`src/hw/rtl/rsb_pkg.sv`:
```
// ----------------------------------------------------------------------------
// rsb_pkg
// Shared field widths, sequencer state codes and the result record of the
// RMS-of-sample-block core.
// ----------------------------------------------------------------------------
package rsb_pkg;

  // Stream field widths
  localparam int unsigned SAMPLE_FIELD_W = 16;
  localparam int unsigned RMS_FIELD_W    = 16;
  localparam int unsigned COUNT_FIELD_W  = 11;
  localparam int unsigned IN_TDATA_W     = 16;
  localparam int unsigned OUT_TDATA_W    = 32;
  localparam int unsigned OUT_PAD_W      = OUT_TDATA_W - RMS_FIELD_W - COUNT_FIELD_W;

  // Sequencer state codes
  typedef logic [2:0] state_t;
  localparam state_t ST_IDLE = 3'd0;
  localparam state_t ST_SQR  = 3'd1;
  localparam state_t ST_ACC  = 3'd2;
  localparam state_t ST_DIV  = 3'd3;
  localparam state_t ST_ROOT = 3'd4;
  localparam state_t ST_OUT  = 3'd5;

  typedef struct packed {
    logic                     overflow;
    logic [COUNT_FIELD_W-1:0] sample_count;
    logic [RMS_FIELD_W-1:0]   rms;
  } result_t;

endpackage

```
`src/hw/rtl/rms_of_sample_block_core.sv`:
```
// ----------------------------------------------------------------------------
// rms_of_sample_block_core
// Integer root mean square over a block of signed samples, with the divide
// and the square root done bit by bit on one shared subtract-compare unit.
// ----------------------------------------------------------------------------
//
// Channel  | Dir | Accept on                     | Payload
// ---------+-----+-------------------------------+------------------------------
// s_axis   | in  | s_axis_tvalid & s_axis_tready | tdata = sample, tlast = last
// m_axis   | out | m_axis_tvalid & m_axis_tready | tdata = rms, count; tuser = ovf
//
// Steps: a sample is accepted, squared and accumulated, or only accepted when
// dropped from a full block. A tlast sample adds ACC_W divide and RT_W root
// steps and a hand-over step, with divide and root done one bit per cycle on
// the shared unit. Reset (rst_ni low, asynchronous) clears the sum, count,
// overflow flag and the output slot. A stalled result waits in the output
// register; the next block's samples are still taken, and only the hand-over
// step waits for it.
// ----------------------------------------------------------------------------
module rms_of_sample_block_core
  import rsb_pkg::*;
#(
  parameter int unsigned MAX_SAMPLES = 1024,
  parameter int unsigned SAMPLE_BITS = 16
) (
  input  logic                   clk_i,
  input  logic                   rst_ni,
  // slave side
  input  logic                   s_axis_tvalid,
  output logic                   s_axis_tready,
  input  logic [IN_TDATA_W-1:0]  s_axis_tdata,   // [15:0] sample
  input  logic                   s_axis_tlast,   // last_sample
  // master side
  output logic                   m_axis_tvalid,
  input  logic                   m_axis_tready,
  output logic [OUT_TDATA_W-1:0] m_axis_tdata,   // [15:0] rms, [26:16] sample_count
  output logic                   m_axis_tuser    // [0] overflow
);

  // Derived widths
  localparam int unsigned SB     = SAMPLE_BITS;
  localparam int unsigned SQ_W   = 2 * SB - 1;                       // one square
  localparam int unsigned SUM_W  = SQ_W + $clog2(MAX_SAMPLES);       // full sum
  localparam int unsigned RT_W   = (SUM_W + 1) / 2;                  // root digits
  localparam int unsigned ACC_W  = 2 * RT_W;                         // even-sized sum
  localparam int unsigned CNT_W  = $clog2(MAX_SAMPLES + 1);
  localparam int unsigned UNIT_W = (CNT_W + 1 > RT_W + 3) ? CNT_W + 1 : RT_W + 3;
  localparam int unsigned STEP_W = $clog2(ACC_W + 1);

  // Registers
  state_t            state_q, state_d;
  logic [ACC_W-1:0]  acc_q, acc_d;      // sum of squares, then quotient, then radicand
  logic [CNT_W-1:0]  cnt_q, cnt_d;
  logic              drop_q, drop_d;
  logic [STEP_W-1:0] step_q, step_d;
  logic              out_vld_q, out_vld_d;
  logic [SB-1:0]     mag_q, mag_d;
  logic [SQ_W-1:0]   prod_q, prod_d;
  logic              last_q, last_d;
  logic [UNIT_W-1:0] rem_q, rem_d;
  logic [RT_W-1:0]   root_q, root_d;
  result_t           res_q, res_d;

  // Input sample, sized to SAMPLE_BITS
  logic [IN_TDATA_W+SB-1:0] sample_ext;
  logic [SB-1:0]            raw;
  logic [SB-1:0]            mag_in;
  logic [2*SB-1:0]          sq_full;
  logic                     s_xfer;
  logic                     full;

  assign sample_ext = {{SB{1'b0}}, s_axis_tdata};
  assign raw        = sample_ext[SB-1:0];
  // Two's complement magnitude; the most negative value gives 2^(SB-1) unsigned.
  assign mag_in     = raw[SB-1] ? (~raw + SB'(1)) : raw;
  assign sq_full    = {{SB{1'b0}}, mag_q} * {{SB{1'b0}}, mag_q};

  assign s_axis_tready = (state_q == ST_IDLE);
  assign s_xfer        = s_axis_tvalid && s_axis_tready;
  assign full          = (cnt_q == CNT_W'(MAX_SAMPLES));

  // Shared subtract-compare unit: restoring divide step or root digit step
  logic [UNIT_W-1:0] op_a, op_b;
  logic [UNIT_W:0]   diff;
  logic              ge;

  always_comb begin
    if (state_q == ST_ROOT) begin
      op_a = {rem_q[UNIT_W-3:0], acc_q[ACC_W-1 -: 2]};
      op_b = {{(UNIT_W-RT_W-2){1'b0}}, root_q, 2'b01};
    end else begin
      op_a = {rem_q[UNIT_W-2:0], acc_q[ACC_W-1]};
      op_b = {{(UNIT_W-CNT_W){1'b0}}, cnt_q};
    end
  end

  assign diff = {1'b0, op_a} - {1'b0, op_b};
  assign ge   = ~diff[UNIT_W];

  // Root and count resized to the result fields
  logic [RT_W+RMS_FIELD_W-1:0]   root_ext;
  logic [CNT_W+COUNT_FIELD_W-1:0] cnt_ext;
  assign root_ext = {{RMS_FIELD_W{1'b0}}, root_q};
  assign cnt_ext  = {{COUNT_FIELD_W{1'b0}}, cnt_q};

  // Sequencer
  always_comb begin
    state_d   = state_q;
    acc_d     = acc_q;
    cnt_d     = cnt_q;
    drop_d    = drop_q;
    step_d    = step_q;
    out_vld_d = out_vld_q;
    mag_d     = mag_q;
    prod_d    = prod_q;
    last_d    = last_q;
    rem_d     = rem_q;
    root_d    = root_q;
    res_d     = res_q;

    // Free the output slot on a completed transfer
    if (out_vld_q && m_axis_tready) begin
      out_vld_d = 1'b0;
    end

    unique case (state_q)
      ST_IDLE: begin
        if (s_xfer) begin
          mag_d  = mag_in;
          last_d = s_axis_tlast;
          if (full) begin
            // Block already full: drop the sample, flag it
            drop_d = 1'b1;
            if (s_axis_tlast) begin
              state_d = ST_DIV;
              rem_d   = '0;
              step_d  = '0;
            end
          end else begin
            state_d = ST_SQR;
          end
        end
      end
      ST_SQR: begin
        prod_d  = sq_full[SQ_W-1:0];
        state_d = ST_ACC;
      end
      ST_ACC: begin
        acc_d = acc_q + {{(ACC_W-SQ_W){1'b0}}, prod_q};
        cnt_d = cnt_q + CNT_W'(1);
        if (last_q) begin
          state_d = ST_DIV;
          rem_d   = '0;
          step_d  = '0;
        end else begin
          state_d = ST_IDLE;
        end
      end
      ST_DIV: begin
        // Shift the quotient bit in where the dividend bit leaves
        acc_d  = {acc_q[ACC_W-2:0], ge};
        rem_d  = ge ? diff[UNIT_W-1:0] : op_a;
        step_d = step_q + STEP_W'(1);
        if (step_q == STEP_W'(ACC_W - 1)) begin
          state_d = ST_ROOT;
          rem_d   = '0;
          root_d  = '0;
          step_d  = '0;
        end
      end
      ST_ROOT: begin
        acc_d  = {acc_q[ACC_W-3:0], 2'b00};
        rem_d  = ge ? diff[UNIT_W-1:0] : op_a;
        root_d = {root_q[RT_W-2:0], ge};
        step_d = step_q + STEP_W'(1);
        if (step_q == STEP_W'(RT_W - 1)) begin
          state_d = ST_OUT;
        end
      end
      ST_OUT: begin
        // Hold until the output slot is free, then load and clear the block
        if (!out_vld_q || m_axis_tready) begin
          res_d.rms          = root_ext[RMS_FIELD_W-1:0];
          res_d.sample_count = cnt_ext[COUNT_FIELD_W-1:0];
          res_d.overflow     = drop_q;
          out_vld_d          = 1'b1;
          acc_d              = '0;
          cnt_d              = '0;
          drop_d             = 1'b0;
          state_d            = ST_IDLE;
        end
      end
      default: begin
        state_d = ST_IDLE;
      end
    endcase
  end

  // Control state
  always_ff @(posedge clk_i or negedge rst_ni) begin
    if (!rst_ni) begin
      state_q   <= ST_IDLE;
      acc_q     <= '0;
      cnt_q     <= '0;
      drop_q    <= 1'b0;
      step_q    <= '0;
      out_vld_q <= 1'b0;
    end else begin
      state_q   <= state_d;
      acc_q     <= acc_d;
      cnt_q     <= cnt_d;
      drop_q    <= drop_d;
      step_q    <= step_d;
      out_vld_q <= out_vld_d;
    end
  end

  // Datapath registers
  always_ff @(posedge clk_i) begin
    mag_q  <= mag_d;
    prod_q <= prod_d;
    last_q <= last_d;
    rem_q  <= rem_d;
    root_q <= root_d;
    res_q  <= res_d;
  end

  assign m_axis_tvalid = out_vld_q;
  assign m_axis_tdata  = {{OUT_PAD_W{1'b0}}, res_q.sample_count, res_q.rms};
  assign m_axis_tuser  = res_q.overflow;

`ifndef SYNTH
  // Count never passes the block limit
  a_cnt_bound: assert property (@(posedge clk_i) disable iff (!rst_ni)
    cnt_q <= CNT_W'(MAX_SAMPLES))
    else $error("sample count above limit");

  // A sample taken into a block that is not full is counted after its square and accumulate states
  a_cnt_step: assert property (@(posedge clk_i) disable iff (!rst_ni)
    (s_xfer && !full) |-> ##3 (cnt_q == $past(cnt_q, 3) + CNT_W'(1)))
    else $error("accepted sample not counted");

  // Overflow is only flagged on a full block
  a_drop_full: assert property (@(posedge clk_i) disable iff (!rst_ni)
    drop_q |-> full)
    else $error("overflow flag set on a block that is not full");

  // Partial remainder of the divide stays below the divisor
  a_div_rem: assert property (@(posedge clk_i) disable iff (!rst_ni)
    (state_q == ST_DIV) |-> (rem_q < {{(UNIT_W-CNT_W){1'b0}}, cnt_q}))
    else $error("divide remainder not below count");
`endif

endmodule
```
`config.mk`:
```
export PLATFORM = sky130hd
export DESIGN_NAME = rms_of_sample_block_core
export DESIGN_NICKNAME = d
export VERILOG_FILES = /design/src/hw/rtl/rsb_pkg.sv /design/src/hw/rtl/rms_of_sample_block_core.sv
export SDC_FILE = /design/constraint.sdc
export NUM_CORES = 1
export LEC_CHECK = 0
export BUFFER_PORTS_ARGS = -buffer_cell sky130_fd_sc_hd__buf_4
export CELL_PAD_IN_SITES_DETAIL_PLACEMENT = 1
export CELL_PAD_IN_SITES_GLOBAL_PLACEMENT = 1
export CORE_MARGIN = 2
export CORE_UTILIZATION = 42
export DETAILED_ROUTE_END_ITERATION = 7
export PLACE_DENSITY_LB_ADDON = 0.25
export SYNTH_ARGS = -nofsm -noshare
export SYNTH_HDL_FRONTEND = slang
export SYNTH_SLANG_ARGS = --single-unit
```
`constraint.sdc`:
```
create_clock -name clk_i -period 7.85 [get_ports clk_i]
set_clock_uncertainty 0.05 [all_clocks]
set_input_delay 2.355 -clock clk_i [delete_from_list [all_inputs] [get_ports clk_i]]
set_output_delay 2.355 -clock clk_i [all_outputs]
set_load 0.005 [all_outputs]
```
# Word level (Yosys, flattened, before mapping)
# Cells that the tools add are included.
[totals]
ff_bits = 184
latchBits = 0
ram_bits = 0
romBits = 0
in_bits = 21
out_inout_bits = 35
word_cells = 94
mem_count = 0
[classes]
add_sub_neg = 5
mul = 1
div = 0
magnitude_cmp = 0
eq_ne = 16
n_shift = 0
muxes = 37
bitwise_logic = 2
reduce_logical = 18
[op_table]
columns = ["cell", "n"]
rows = [
  ["one-hot mux 42 bit (4 select lines)", 1],
  ["two-way mux 23 bit", 7],
  ["one-hot mux 23 bit (4 select lines)", 1],
  ["adder 42 x 31 -> 42 bit", 1],
  ["two-way mux 42 bit", 1],
  ["one-hot mux 21 bit (2 select lines)", 1],
  ["multiplier 16 x 16 -> 31 bit", 1],
  ["two-way mux 6 bit", 5],
  ["subtractor 24 x 23 -> 25 bit", 1],
  ["two-way mux 24 bit", 1],
  ["one-hot mux 6 bit (4 select lines)", 1],
  ["one-hot mux 11 bit (2 select lines)", 1],
  ["two-way mux 21 bit", 1],
  ["two-way mux 3 bit", 6],
  ["one-hot mux 3 bit (6 select lines)", 1],
  ["adder 16 x 1 -> 16 bit (second input constant)", 1],
  ["NOT 16 bit", 1],
  ["two-way mux 15 bit", 1],
  ["adder 11 x 1 -> 11 bit (second input constant)", 1],
  ["== test 11 bit (second input constant)", 1],
  ["two-way mux 11 bit", 1],
  ["AND reduction 2 bit", 5],
  ["AND reduction 5 bit", 2],
  ["inequality test 2 x 1 -> 1 bit (second input constant)", 4],
  ["19 further kinds", 32],
]

# Longest topological paths before layout
# Gate-level depths: netlist (run 1).
[logic_depth]
depth_word = 6
mapped_depth = 25
depth_no_buf = 24

# Worst setup path before layout (run 1)
# Ideal clock, no wire load.
[synth_timing]
path_kind = "flip-flop to flip-flop"
startpoint = "reg mag_q[10]"
endpoint = "reg prod_q[30] (data pin)"
setup_ps = 260
t_arrival_ps = 6168
required_time_ps = 7540
path_slack_ps = 1372
path_stages_with_launch = 25
n_path_buf = 1
synth_period_minus_slack_ps = 6478
cell_sequence = "edfxtp_1 -> clkbuf_1 -> and2_1 -> fa_1 -> inv_1 -> fa_1 -> inv_1 -> fa_1 -> inv_1 -> fa_1 -> inv_1 -> fa_1 -> inv_1 -> fa_1 -> inv_1 -> ha_1 -> and2_1 -> a221oi_2 -> o221ai_2 -> o311a_4 -> nor2_4 -> o211ai_2 -> a221o_1 -> a21oi_2 -> xnor2_1"
[synth_between]
elab_chain_len = 1
[synth_rtl]
columns = ["element", "line", "rtl"]
rows = [
  ["from (decl)", "rms_of_sample_block_core.sv:57", "logic [SB-1:0] mag_q, mag_d;"],
  ["from (signal assigned)", "rms_of_sample_block_core.sv:220", "mag_q <= mag_d;"],
  ["multiplier 16 x 16 -> 31 bit", "rms_of_sample_block_core.sv:76", "assign sq_full = {{SB{1'b0}}, mag_q} * {{SB{1'b0}}, mag_q};"],
  ["named net sq_full[30]", "rms_of_sample_block_core.sv:68", "logic [2*SB-1:0] sq_full;"],
  ["to (signal assigned)", "rms_of_sample_block_core.sv:221", "prod_q <= prod_d;"],
  ["to (decl)", "rms_of_sample_block_core.sv:58", "logic [SQ_W-1:0] prod_q, prod_d;"],
]
# The timed path passes the listed nets, and every way through them passes these cells.
# A chain may end at the register's enable or synchronous reset.

# Worst setup path after layout (run 1)
# Ends and elaborated chain as after synthesis.

==> reports/results.ini, run 1 <==
[synthesis]
async_flop_share_pct = 35.0
ys_ff_latch = 183
synth-main-ff-cell = edfxtp_1
synth_top_area_share_pct = 19.7
synthTopCellsByCount = inv_1, nand2_1, fa_1, ha_1, edfxtp_1
yosys-top-cells-area = edfxtp_1, fa_1, ha_1
yosysMostFrequentCell = inv_1
ys_seq_area_share_pct = 28.6
synth.cell_area_mm2 = 0.0181
synth_cells = 1917
avgSynthCellArea_um2 = 9.45
synth_edf_count = 119
ys_types = 87
yosys_warnings = 0
synth_area_leader_cell = edfxtp_1

[finish]
stdcell_count = 2489
synthToLayoutAreaGrowth_pct = 8.37
drive_gt1_share_pct = 7.31
finalNetCount = 2271
diodes = 0

[clock_tree]
root_buffer = clkbuf_16
post_cts_resized = 0
clock_sinks = 183
cts_hold_buf = 0
numCtsBuffers = 17
clockBufferDepth = 2
path_clk_slew_ns = 0.08
h-tree-depth = 4
cts_setup_buffers = 0
cts_tree = done
clock_latency_ns = 0.46

[grt]
grt_pass1_wl_mm = 75.3
grt_max_degree = 65
gr-usage-all-layers_pct = 21.1
overflow = 0
grt_pass1_vias = 14805
antenna_found_initial = 0

[die]
rows = 76
start_util_pct = 42.4
die_width_um = 212
core_area_mm2 = 0.0428
die_area_mm2 = 0.0448
ios = 56
die_h_um = 212

[detailed_routing]
route.detailed.drc = 0
routed_wl_mm = 45.8
ant_nets = 0
firstDrtPassIters = 5
post_drt_wl_per_cell_um = 18.4
routed_via_density = 5.51
drtIter0Drc = 678
vias = 13722

[timing]
fmax_mhz = 143
tightest_slew_ns = 1.10
fin_crit_sh_pct = 89.1
timing.final.hold_violations = 0
setup_tns_ns = 0
slew_violations = 0
finalCriticalPeriod_ns = 7.00
setup_viol = 0
rsz0062_at_grt = false
relSlewSlack_pct = 26.3

[place]
place.gp.congestion = 0.847
place.port_buffers = 50
placed_cells = 2457
dp_hpwl_mm = 35.6

[flow_run]
max-cap-violations = 0

[setup_path]
cp.arrival_ns = 7.15
cp-end-kind = flip-flop
r2r.worst_path.cells = 23
cp.required_ns = 8.01
crit_type = flip-flop to flip-flop
crit_chain = and2_1 > fa_1 > inv_1 > fa_1 > inv_1 > fa_1 > inv_1 > fa_1 > inv_1 > fa_1 > inv_1 > fa_1 > inv_1 > ha_1 > and2_1 > a221oi_2 > o221ai_2 > o311a_4 > nor2_4 > o211ai_2 > a221o_1 > a21oi_2 > xnor2_1
slowest_delay_ns = 0.68
cp_slowest_cell = edfxtp_1
critPathLaunchType = flip-flop
crit_fanout = 16

[outcome]
status = finished clean

[worst_hold_path]
min_path_type = flip-flop to flip-flop
whs_path_depth = 0

==> critical path, delay by kind of cell (launching register included) <==
| family | cells | cell delay, ns |
|---|---|---|
| adder cells (fa/ha/maj) | 7 | 3.43 |
| AO/OA/AOI/OAI | 6 | 1.58 |
| flip-flops | 1 | 0.68 |
| AND/OR/NAND/NOR | 3 | 0.60 |
| buffers and inverters | 6 | 0.30 |
| XOR/XNOR | 1 | 0.08 |
==> worst paths after layout <==
kind,from,to,slack (ns)
max,mag_q[10]$_DFFE_PP_,prod_q[30]$_DFFE_PP_,0.85
min,root_q[0]$_SDFFCE_PN0P_,m_axis_tdata[0]$_DFFE_PP_,0.39
max reg2reg,mag_q[10]$_DFFE_PP_,prod_q[30]$_DFFE_PP_,0.85
min reg2reg,root_q[0]$_SDFFCE_PN0P_,m_axis_tdata[0]$_DFFE_PP_,0.39
max in group asynchronous,rst_ni,cnt_q[10]$_DFFE_PN0P_,5.19
min in group asynchronous,rst_ni,acc_q[31]$_DFFE_PN0P_,1.94
==> flip-flops by register name, indices dropped and copies added (netlist names) <==
name and count:
m_axis_tuser 1, step_q 6, acc_q 42, cnt_q 11, state_q 3, m_axis_tvalid 1
root_q 21, drop_q 1, mag_q 16, prod_q 30, m_axis_tdata 27, last_q 1
rem_q 23
==> through the flow <==
stage          util (%)  worst slack (ns)  hold WS, ns  instance area, um2
2_1_floorplan         -              1.37        0.368               18100
3_3_place_gp       44.4              1.06        0.380               19000
3_5_place_dp       44.4             0.854        0.377               19000
4_1_cts            45.9             0.813        0.395               19600
5_1_grt            45.9             0.457        0.402               19600
6_report           45.9             0.852        0.394               19600
==> final cells by class <==
cell class / instances / area (um2)
repair buffers: 65 / 488
multi-input cells: 1369 / 11500
flip-flops and latches: 183 / 5170
well taps: 546 / 683
inverters: 294 / 1100
clock inverters: 15 / 225
fillers: 4943 / 23100
clock buffers: 17 / 425
==> placed cells by master (no fill, tap or decap), types with 18 or more instances in the layout <==
cell type and n:
inv_1 294, nand2_1 235, fa_1 164, ha_1 156, edfxtp_1 119, a21oi_1 101, nor2_1 89, o21ai_0 87
buf_4 65, dfrtp_1 64, xnor2_1 63, and2_1 55, and3_1 39, xor2_1 33, nand3_1 32, a21o_1 31
nor2b_1 18
==> cell families (layout without fill, tap and decap cells) <==
logic type	after synthesis	after routing	synth area share [%]
AO/OA/AOI/OAI	393	393	15.3
XOR/XNOR	96	96	4.64
adder cells (fa/ha/maj)	320	320	28.9
buffers and inverters	369	391	7.95
flip-flops	183	183	28.6
multiplexers	4	4	0.228
other	1	5	0.0207
AND/OR/NAND/NOR	551	551	14.4
==> per-layer routing <==
metal / global-route usage, % / vias up / routed length, um
met1: 25.6 / 6941 / 19800
met2: 38.8 / 201 / 23800
met5: 0 / - / 0
met4: 6.95 / 0 / 1070
met3: 2.52 / 70 / 1160
li1: - / 6510 / -
Power of run 1 is not shown: default switching activity piles up to over one toggle a cycle in this logic, so the estimate is an artifact.
==> run 2, diff against run 1 <==
Settings changed: MAX_ROUTING_LAYER set to met4.
==> reports/results.ini, run 2 (synthesized netlist as in run 1, its figures left out) <==
[outcome]
status = finished clean

[place]
placed_cells = 2458
place.gp.congestion = 0.851
place.port_buffers = 50
dp_hpwl_mm = 35.9

[clock_tree]
cts_setup_buffers = 0
cts_hold_buf = 0
h-tree-depth = 4
post_cts_resized = 0
path_clk_slew_ns = 0.09
cts_tree = done
root_buffer = clkbuf_16
clockBufferDepth = 2
clock_sinks = 183
clock_latency_ns = 0.47
numCtsBuffers = 17

[detailed_routing]
firstDrtPassIters = 5
routed_via_density = 5.48
wl_met3_mm = 1.01
wl_met2_mm = 23.8
route.detailed.drc = 0
wl_met1_mm = 20.1
drtIter0Drc = 734
top_layer = met4
post_drt_wl_per_cell_um = 18.5
ant_nets = 0
vias = 13641
routed_wl_mm = 46.0

[die]
die_h_um = 212
die_area_mm2 = 0.0448
ios = 56
start_util_pct = 42.4
rows = 76
die_width_um = 212
core_area_mm2 = 0.0428

[setup_path]
crit_fanout = 16
crit_type = flip-flop to flip-flop
cp_slowest_cell = edfxtp_1
critPathLaunchType = flip-flop
reg2reg_from = mag_q[10]$_DFFE_PP_
crit_chain = and2_1 > fa_1 > inv_1 > fa_1 > inv_1 > fa_1 > inv_1 > fa_1 > inv_1 > fa_1 > inv_1 > fa_1 > inv_1 > ha_1 > and2_1 > a221oi_2 > o221ai_2 > o311a_4 > nor2_4 > o211ai_2 > a221o_1 > a21oi_2 > xnor2_1
slowest_delay_ns = 0.67
cp.arrival_ns = 7.21
rrSetupSlack_ns = 0.80
cp.required_ns = 8.01
r2r_end = prod_q[30]$_DFFE_PP_
cp-end-kind = flip-flop
r2r.worst_path.cells = 23

[finish]
fin_util_pct = 45.9
stdcell_count = 2490
drive_gt1_share_pct = 7.36
final_cell_mix = inv_1, nand2_1, fa_1
synthToLayoutAreaGrowth_pct = 8.26
nFillCells = 4911
finalNetCount = 2272
diodes = 0
top_register = acc_q
final_common_cell = inv_1
largest_reg_flops = 42

[worst_hold_path]
whs_path_depth = 0
hold_end = m_axis_tdata[0]$_DFFE_PP_
min_path_type = flip-flop to flip-flop
hold_start = root_q[0]$_SDFFCE_PN0P_

[grt]
grt_pass1_vias = 14745
overflow = 0
gr-usage-all-layers_pct = 22.0
antenna_found_initial = 0
grt_pass1_wl_mm = 76.0
grt_max_degree = 65

[timing]
tightest_slew_ns = 1.05
timing.final.hold_violations = 0
setup_viol = 0
fmax_mhz = 142
slew_violations = 0
fin_crit_sh_pct = 89.8
rsz0062_at_grt = false
hold_ws_ns = 0.397
relSlewSlack_pct = 29.7
setup_tns_ns = 0
finalCriticalPeriod_ns = 7.05

[flow_run]
max-cap-violations = 0

[run 2: area by class of cell]
class	instances	area, um2	share of cell area, %
tap	546	683	3.48
timing repair buffer	66	495	2.53
multi-input combinational	1369	11500	58.8
inverter	294	1100	5.62
clock buffer	17	425	2.17
sequential	183	5170	26.4
clock inverter	15	198	1.01
[run 2: worst max path at each step]
stage / depth (start not counted) / slack (ns) / start / endpoint
floorplan: 24 / 1.37 / mag_q[10]$_DFFE_PP_ / prod_q[30]$_DFFE_PP_
global placement: 21 / 1.04 / mag_q[5]$_DFFE_PP_ / prod_q[23]$_DFFE_PP_
detailed placement: 21 / 0.83 / mag_q[8]$_DFFE_PP_ / prod_q[23]$_DFFE_PP_
CTS: 21 / 0.77 / mag_q[8]$_DFFE_PP_ / prod_q[23]$_DFFE_PP_
global route: 20 / 0.49 / mag_q[8]$_DFFE_PP_ / prod_q[29]$_DFFE_PP_
finish: 23 / 0.80 / mag_q[10]$_DFFE_PP_ / prod_q[30]$_DFFE_PP_
[run 2: layer usage]
metal / GRT usage, % / vias up
li1: - / 6508
met2: 38.9 / 178
met5: - / -
met4: 7.12 / 0
met1: 26.3 / 6899
met3: 2.21 / 56
[run 2: stage by stage]
stage / worst slack (ns) / area (um2)
global route: 0.485 / 19600
finish: 0.804 / 19600
detailed placement: 0.830 / 19000
CTS: 0.770 / 19600
global placement: 1.04 / 19000
floorplan: 1.37 / 18100
[run 2: worst max-delay path: cells and delay by family (launching register included)]
family | cells | cell delay (ns)
AOI/OAI and AO/OA | 6 | 1.64
xor gates and xnor gates | 1 | 0.08
adders and majority gates | 7 | 3.42
buffers and inverters | 6 | 0.29
DFF | 1 | 0.67
and+or+nand+nor | 3 | 0.60
Power of run 2 is left out for the same reason.
